## config.mk

```make
export PLATFORM = sky130hd
export DESIGN_NAME = lsb_first_bit_packer_unit
export DESIGN_NICKNAME = d
export VERILOG_FILES = /design/src/design/lsbbp_pkg.sv /design/src/design/lsbbp_core.sv /design/src/design/lsbbp_fifo.sv /design/src/design/lsb_first_bit_packer_unit.sv
export SDC_FILE = /design/constraint.sdc
export NUM_CORES = 1
export LEC_CHECK = 0
export BUFFER_PORTS_ARGS = -buffer_cell sky130_fd_sc_hd__clkbuf_2
export CAP_MARGIN = 40
export CORE_ASPECT_RATIO = 0.75
export CORE_MARGIN = 2
export CORE_UTILIZATION = 45
export CTS_CLUSTER_SIZE = 14
export DETAILED_ROUTE_END_ITERATION = 8
export GPL_TIMING_DRIVEN = 0
export PLACE_DENSITY_LB_ADDON = 0.08
export SETUP_SLACK_MARGIN = 0.5
export SLEW_MARGIN = 20
export SYNTH_ARGS = -nofsm -noshare
export SYNTH_HDL_FRONTEND = slang
export SYNTH_SLANG_ARGS = --single-unit
```

## constraint.sdc

```tcl
create_clock -name clk -period 3.6 [get_ports clk]
set_clock_uncertainty 0.2 [all_clocks]
set_input_delay 0.72 -clock clk [delete_from_list [all_inputs] [get_ports clk]]
set_output_delay 0.72 -clock clk [all_outputs]
set_load 0.01 [all_outputs]
```

## src/design/lsbbp_pkg.sv

```systemverilog
// ----------------------------------------------------------------------------
// lsbbp_pkg
// Shared types and constants of the LSB-first bit packer.
// ----------------------------------------------------------------------------
package lsbbp_pkg;

  localparam int WORD_W    = 32;
  localparam int LEN_W     = 6;
  localparam int BYTES_W   = 3;
  localparam int ACC_W     = 2 * WORD_W;
  localparam int IN_DATA_W = 40;
  localparam int OUT_DATA_W = 40;
  localparam int RES_FIFO_DEPTH = 4;

  typedef enum logic {
    OP_APPEND = 1'b0,
    OP_FLUSH  = 1'b1
  } op_t;

  // One result item.
  typedef struct packed {
    logic [WORD_W-1:0]  word;
    logic [BYTES_W-1:0] bytes;
    logic               last;
  } res_t;

  // Results produced by one input item, in delivery order.
  typedef struct packed {
    logic [1:0] cnt;
    res_t       e0;
    res_t       e1;
  } push_t;

endpackage

```

## src/design/lsbbp_core.sv

```systemverilog
// ----------------------------------------------------------------------------
// lsbbp_core
// Bit accumulator and pending count; works out the results of one item.
// ----------------------------------------------------------------------------
module lsbbp_core (
  input  logic                       clk,
  input  logic                       rst_n,
  input  logic                       step,
  input  lsbbp_pkg::op_t             op,
  input  logic [lsbbp_pkg::WORD_W-1:0] code_bits,
  input  logic [lsbbp_pkg::LEN_W-1:0]  code_length,
  output lsbbp_pkg::push_t           push
);
  import lsbbp_pkg::*;

  logic [ACC_W-1:0]   acc_r, acc_nxt;
  logic [LEN_W-1:0]   pend_r, pend_nxt;
  logic               full;
  logic [ACC_W-1:0]   acc_d;
  logic [LEN_W-1:0]   pend_d;
  logic [LEN_W-1:0]   len_s;
  logic [WORD_W-1:0]  mask;
  logic [WORD_W-1:0]  code_m;
  logic [LEN_W-1:0]   byte_sum;
  res_t               res_full, res_last;

  // A full word is pending exactly when bit 5 of the count is set.
  assign full   = pend_r[LEN_W-1];
  assign acc_d  = full ? {{WORD_W{1'b0}}, acc_r[ACC_W-1:WORD_W]} : acc_r;
  assign pend_d = {1'b0, pend_r[LEN_W-2:0]};

  // Lengths above one word saturate to a whole word.
  assign len_s = (code_length[LEN_W-1] && (|code_length[LEN_W-2:0])) ?
                 LEN_W'(WORD_W) : code_length;
  assign mask  = len_s[LEN_W-1] ? {WORD_W{1'b1}} :
                 ((WORD_W'(1) << len_s[LEN_W-2:0]) - WORD_W'(1));
  assign code_m = code_bits & mask;

  assign byte_sum = pend_d + LEN_W'(7);

  always_comb begin
    res_full.word  = acc_r[WORD_W-1:0];
    res_full.bytes = BYTES_W'(4);
    res_full.last  = 1'b0;
    res_last.word  = acc_d[WORD_W-1:0];
    res_last.bytes = byte_sum[LEN_W-1:3];
    res_last.last  = 1'b1;

    push.cnt = {1'b0, full} + {1'b0, (op == OP_FLUSH)};
    push.e0  = full ? res_full : res_last;
    push.e1  = res_last;

    case (op)
      OP_APPEND: begin
        acc_nxt  = acc_d | ({{WORD_W{1'b0}}, code_m} << pend_d[LEN_W-2:0]);
        pend_nxt = pend_d + len_s;
      end
      OP_FLUSH: begin
        acc_nxt  = '0;
        pend_nxt = '0;
      end
      default: begin
        acc_nxt  = acc_r;
        pend_nxt = pend_r;
      end
    endcase
  end

  always_ff @(posedge clk) begin
    if (!rst_n) begin
      acc_r  <= '0;
      pend_r <= '0;
    end else if (step) begin
      acc_r  <= acc_nxt;
      pend_r <= pend_nxt;
    end
  end

endmodule

```

## src/design/lsbbp_fifo.sv

```systemverilog
// ----------------------------------------------------------------------------
// lsbbp_fifo
// Small result queue that takes up to two items per cycle and gives one.
// ----------------------------------------------------------------------------
module lsbbp_fifo #(
  parameter int DEPTH = lsbbp_pkg::RES_FIFO_DEPTH
) (
  input  logic             clk,
  input  logic             rst_n,
  input  logic             push_en,
  input  lsbbp_pkg::push_t push,
  output logic             room2,
  output logic             out_valid,
  input  logic             out_ready,
  output lsbbp_pkg::res_t  out_res
);
  import lsbbp_pkg::*;

  localparam int PTR_W = (DEPTH > 1) ? $clog2(DEPTH) : 1;
  localparam int CNT_W = $clog2(DEPTH + 1);

  res_t             mem_r [DEPTH];
  logic [PTR_W-1:0] wr_ptr_r, wr_ptr_nxt;
  logic [PTR_W-1:0] rd_ptr_r, rd_ptr_nxt;
  logic [PTR_W-1:0] wr_ptr_p1;
  logic [CNT_W-1:0] cnt_r, cnt_nxt;
  logic [1:0]       n_push;
  logic             pop;

  function automatic logic [PTR_W-1:0] ptr_inc(input logic [PTR_W-1:0] p);
    logic [PTR_W-1:0] r;
    r = (p == PTR_W'(DEPTH - 1)) ? '0 : p + PTR_W'(1);
    return r;
  endfunction

  assign n_push    = push_en ? push.cnt : 2'd0;
  assign pop       = out_valid && out_ready;
  assign out_valid = (cnt_r != '0);
  assign out_res   = mem_r[rd_ptr_r];
  assign room2     = (cnt_r <= CNT_W'(DEPTH - 2));
  assign wr_ptr_p1 = ptr_inc(wr_ptr_r);

  always_comb begin
    wr_ptr_nxt = wr_ptr_r;
    case (n_push)
      2'd1:    wr_ptr_nxt = wr_ptr_p1;
      2'd2:    wr_ptr_nxt = ptr_inc(wr_ptr_p1);
      default: wr_ptr_nxt = wr_ptr_r;
    endcase
    rd_ptr_nxt = pop ? ptr_inc(rd_ptr_r) : rd_ptr_r;
    cnt_nxt    = cnt_r + CNT_W'(n_push) - CNT_W'(pop);
  end

  always_ff @(posedge clk) begin
    if (n_push != 2'd0) begin
      mem_r[wr_ptr_r] <= push.e0;
    end
    if (n_push == 2'd2) begin
      mem_r[wr_ptr_p1] <= push.e1;
    end
  end

  always_ff @(posedge clk) begin
    if (!rst_n) begin
      wr_ptr_r <= '0;
      rd_ptr_r <= '0;
      cnt_r    <= '0;
    end else begin
      wr_ptr_r <= wr_ptr_nxt;
      rd_ptr_r <= rd_ptr_nxt;
      cnt_r    <= cnt_nxt;
    end
  end

endmodule

```

## src/design/lsb_first_bit_packer_unit.sv

```systemverilog
// ----------------------------------------------------------------------------
// lsb_first_bit_packer_unit
// Packs variable-length codes LSB first into 32-bit words.
// ----------------------------------------------------------------------------
// The input stream carries one code per item: tuser selects append or flush,
// tdata holds the code and its length (0 to 32; longer lengths count as 32).
// Appended bits sit just above those already pending. The result stream
// gives 32-bit words with a count of valid bytes; tlast marks the final,
// possibly partial, word of a flush, after which the packer starts afresh.
// An input item is registered on acceptance and processed once the result
// queue has two free entries; its results then enter the four-entry result
// queue. One item is accepted per cycle while the queue keeps that room; a
// flush that also drains a full word yields two results, and the rate is then
// set by the single result port, one word per cycle while out_tready is high.
// While the receiver stalls, the queue fills and in_tready falls once fewer
// than two entries are free. Reset empties the queue and clears the
// accumulator and pending count.
// ----------------------------------------------------------------------------
module lsb_first_bit_packer_unit #(
  parameter int RES_DEPTH = lsbbp_pkg::RES_FIFO_DEPTH
) (
  input  logic                             clk,
  input  logic                             rst_n,
  input  logic                             in_tvalid,
  output logic                             in_tready,
  input  logic [lsbbp_pkg::IN_DATA_W-1:0]  in_tdata,  // code_bits, code_length
  input  logic                             in_tuser,  // op
  output logic                             out_tvalid,
  input  logic                             out_tready,
  output logic [lsbbp_pkg::OUT_DATA_W-1:0] out_tdata, // out_word, valid_bytes
  output logic                             out_tlast
);
  import lsbbp_pkg::*;

  logic              s1_valid_r;
  op_t               s1_op_r;
  logic [WORD_W-1:0] s1_code_r;
  logic [LEN_W-1:0]  s1_len_r;
  logic              s1_adv;
  logic              in_acc;
  logic              room2;
  push_t             push;
  res_t              out_res;

  assign s1_adv    = s1_valid_r && room2;
  assign in_tready = !s1_valid_r || s1_adv;
  assign in_acc    = in_tvalid && in_tready;

  always_ff @(posedge clk) begin
    if (!rst_n) begin
      s1_valid_r <= 1'b0;
    end else if (in_tready) begin
      s1_valid_r <= in_tvalid;
    end
  end

  always_ff @(posedge clk) begin
    if (in_acc) begin
      s1_op_r   <= op_t'(in_tuser);
      s1_code_r <= in_tdata[WORD_W-1:0];
      s1_len_r  <= in_tdata[WORD_W+LEN_W-1:WORD_W];
    end
  end

  lsbbp_core u_core (
    .clk         (clk),
    .rst_n       (rst_n),
    .step        (s1_adv),
    .op          (s1_op_r),
    .code_bits   (s1_code_r),
    .code_length (s1_len_r),
    .push        (push)
  );

  lsbbp_fifo #(
    .DEPTH (RES_DEPTH)
  ) u_fifo (
    .clk       (clk),
    .rst_n     (rst_n),
    .push_en   (s1_adv),
    .push      (push),
    .room2     (room2),
    .out_valid (out_tvalid),
    .out_ready (out_tready),
    .out_res   (out_res)
  );

  assign out_tdata = {(OUT_DATA_W - WORD_W - BYTES_W)'(0), out_res.bytes, out_res.word};
  assign out_tlast = out_res.last;

endmodule
```

==> impl_results.md <==
- Die Footprint: between 30000 and 40000 µm²
- Filler instances: roughly 2700
- DP Area: around 16000 µm²
- Global Route Usage Sum: 0.3526
- Most used DFF post-synth: edfxtp_1
- Largest fanout on the critical path: 5
- Critical Path Start Type: flop
- Comb power frac: 0.301
- PwrDens: ~480 nW/µm²
- Syn Area/Cell: between 10 and 15 µm²
- Cells after synthesis: approximately 1400
- First-pass GRT wire length: between 90000 and 100000 µm
- DRC errors left: 0
- DR iter-0 viols: approximately 2000
- Sum Neg Setup Slack: -11.51 ns
- Total wire length: between 60000 and 70000 µm
- Rows: slightly below 60
- Fmax: 0.2477 GHz
- Largest net degree at the start of global routing: 26
- Final net count: approximately 1700
- Int Pwr: ~6.5 mW
- Total number of vias: about 14000
- R2R setup slack: -0.44 ns
- Fin. Hold Viols: 0
- Unrepaired setup endpoints after global routing: yes
- Clock power share: 0.326
- Netlist Area Pre-Place: between 15000 and 20000 µm²
- Synth cell types: 93
- Initial DRT Pass Iterations: 6
- Final instance area: between 15000 and 20000 µm²
- I/O pins: 88
- # Max-Cap Violations: 0
- Final setup margin: -0.4371 ns
- Clock slew at reported path FFs: about 0.06 ns
- Layout cells sized above 1: 0.3418
- Htree depth: 1
- Clk sinks: about 260
- Num CTS Buffers: 27
- EDFF count, synth: roughly 180
- Dpl cells: around 2000
- Post-synthesis sequential area ratio: 0.4663
- Final Non-Filler Cells: about 2100
- Flop pwr share: 0.372
- Placer Congestion: about 1.0
- Min-Delay Path Class: input pin to flop
- WS Path Type: flop to flop
- Worst-Margin Slew: 0.9861 ns
- Final slew viol count: 0
- CP required: 3.86 ns
- Post-synth ARST share: 0
- Grt total ovfl: 0
- Crit path capture type: flop
- Root Driver: clkbuf_16
- DP Wirelength: around 47000 µm
- Final setup vio count: 56
- Die W: 215.5 µm
- Yosys reg bits: around 260
- Switching Share: 0.3147
- TritonCTS clock tree: built
- Antenna violations before repair: 2
- Chip Height: 162.6 µm
- Slew HR: 0.3426
- Post-layout min period: approximately 4.0 ns
- Syn. warnings: 0
- Clk buf depth: 3
- Core area: approximately 33000 µm²
- Starting density of the core: 0.4531
- Final period utilization: 1.121
- Vias in the first global route: ~13000
- IO Port Bufs: 79
- Area growth, synth to finish: 32.09%
- Arrival @ worst endpoint: between 4 and 5 ns
- Post-DR vias/cell: 6.796
- Clock Latency Late Sink: about 0.55 ns
- P_sw: between 2 and 3 mW
- Routed Antenna Nets: 0
- Hold_ws: approximately 0.15 ns
- Leak: between 7 and 8 nW
- Failing checks: negative setup slack
- Status: complete, but fails checks
- Worst vdd ir: 0.3749 mV
- DR WL/cell: 30.04 µm
## placed cells by master (no fill, tap or decap), drive strengths merged, types with 8 or more instances in the layout
cell type	netlist	layout
a211o	8	8
a211oi	15	15
a21boi	12	12
a21o	8	8
a21oi	69	69
a22o	127	127
a22oi	31	31
a31oi	17	17
a32oi	12	12
and2	21	21
and3	13	13
buf	35	155
clkbuf	98	194
clkinv	1	8
dfxtp	83	83
edfxtp	179	179
ha	18	18
inv	25	25
mux2i	21	21
mux4	41	41
nand2	103	103
nand2b	15	15
nand3	16	16
nor2	74	74
nor2b	37	37
nor3	23	23
o211ai	26	26
o21a	17	17
o21ai	70	70
o21bai	9	9
o311ai	12	12
o31ai	16	16
or2	11	11
xnor2	8	8
## area by class of cell
cell class                 count  area, µm²  share of cell area
clock buffer                  33      749.5             0.03759
tap                          450      563.0             0.02824
inverter                      26      97.59            0.004895
multi-input combinational    991       8856              0.4442
buffer                       133      917.1             0.04601
clock inverter                16      241.5             0.01211
timing repair buffer         183       1471             0.07381
sequential                   262       7037              0.3530
antenna                        1      2.502           0.0001255
## path summary, 6_finish.rpt
path / from / endpoint / cells after the start
setup / recovery: s1_len_r[2] / u_core.acc_r[32] / 14
hold reg to reg: u_fifo.mem_r[3][0] / u_fifo.mem_r[3][0] / 2
hold / removal: in_tdata[30] / s1_code_r[30] / 1
setup reg to reg: s1_len_r[2] / u_core.acc_r[32] / 14
## repair_timing
| action | in CTS | in global routing |
|---|---|---|
| endpoints found under the setup margin | 383 | 303 |
| cloned | 3 | 2 |
| buffers inserted | 58 | 29 |
| hold buffers | 0 | 0 |
| gates resized for setup | 291 | 149 |
| pin swaps | 74 | 81 |
## metal layers
layer,up-vias,track usage,part of all wire
met5,-,0,0.00013
met4,2,0.07273,0.021
met3,117,0.1096,0.14
met2,1027,0.4730,0.39
met1,7060,0.5495,0.45
li1,6032,-,-
## power by group through the flow
stage                     Combinational, mW  Sequential [mW]  Clock, mW
final                                  2.86             3.53       3.09
after global routing                   2.98             3.54       3.24
after CTS                              2.58             3.52       3.12
after floorplan                        1.38             3.52          0
after global placement                 2.14             3.58          0
after detailed placement               2.19             3.58          0
## per-stage QoR
step | setup WS, ns | total power, mW | utilization
finish | -0.4371 | 9.475 | 0.5985
global route | -0.4615 | 9.762 | 0.5984
CTS | -0.2848 | 9.214 | 0.5725
detailed placement | -0.9738 | 5.765 | 0.4937
global placement | -1.334 | 5.718 | 0.4888
floorplan | 0.1707 | 4.898 | -
## worst max-delay path: stages, from the launching register on
cell and delay (ns):
edfxtp_1 0.51, buf_6 0.19, nor4_4 0.27, buf_4 0.20
nand3_4 0.08, ha_4 0.18, buf_8 0.13, nand3b_1 0.24
o41ai_2 0.15, nor4_4 0.35, nor3_2 0.11, or2_1 0.25
mux4_2 0.57, or4_1 0.43, o211ai_1 0.10
## Yosys cell counts (all sizes together), types with 12 or more instances
cell | instances | area [µm²]
a211oi | 15 | 122.6
a21boi | 12 | 90.08
a21oi | 69 | 349.1
a22o | 127 | 1112
a22oi | 31 | 232.7
a31oi | 17 | 106.4
a32oi | 12 | 105.1
and2 | 21 | 131.4
and3 | 13 | 86.33
buf | 35 | 180.2
clkbuf | 98 | 367.9
dfxtp | 83 | 1662
edfxtp | 179 | 5375
ha | 18 | 225.2
inv | 25 | 93.84
mux2i | 21 | 210.2
mux4 | 41 | 923.4
nand2 | 103 | 386.6
nand2b | 15 | 93.84
nand3 | 16 | 80.08
nor2 | 74 | 277.8
nor2b | 37 | 231.5
nor3 | 23 | 120.1
o211ai | 26 | 195.2
o21a | 17 | 127.6
o21ai | 70 | 361.6
o311ai | 12 | 105.1
o31ai | 16 | 130.1
## cell families (layout without fill, tap and decap cells)
kind of cell / after synthesis / after routing / synth area share
AO/OA/AOI/OAI: 543 / 543 / 0.2733
AND/OR/NAND/NOR: 346 / 346 / 0.1158
flip-flops: 262 / 262 / 0.4663
buffers and inverters: 159 / 391 / 0.04278
multiplexers: 67 / 67 / 0.07884
adder cells (fa/ha/maj): 20 / 20 / 0.01691
XOR/XNOR: 10 / 10 / 0.005804
other: 1 / 6 / 0.0002485
## registers in the layout (all words and copies together) (netlist names), named ones only
signal           flops
s1_code_r           32
u_fifo.wr_ptr_r      2
u_core.pend_r        6
u_fifo.mem_r       144
s1_op_r              1
s1_len_r             6
u_fifo.cnt_r         3
u_fifo.rd_ptr_r      2
u_core.acc_r        63
s1_valid_r           1
Note: power is estimated with default switching activity, not from simulation.
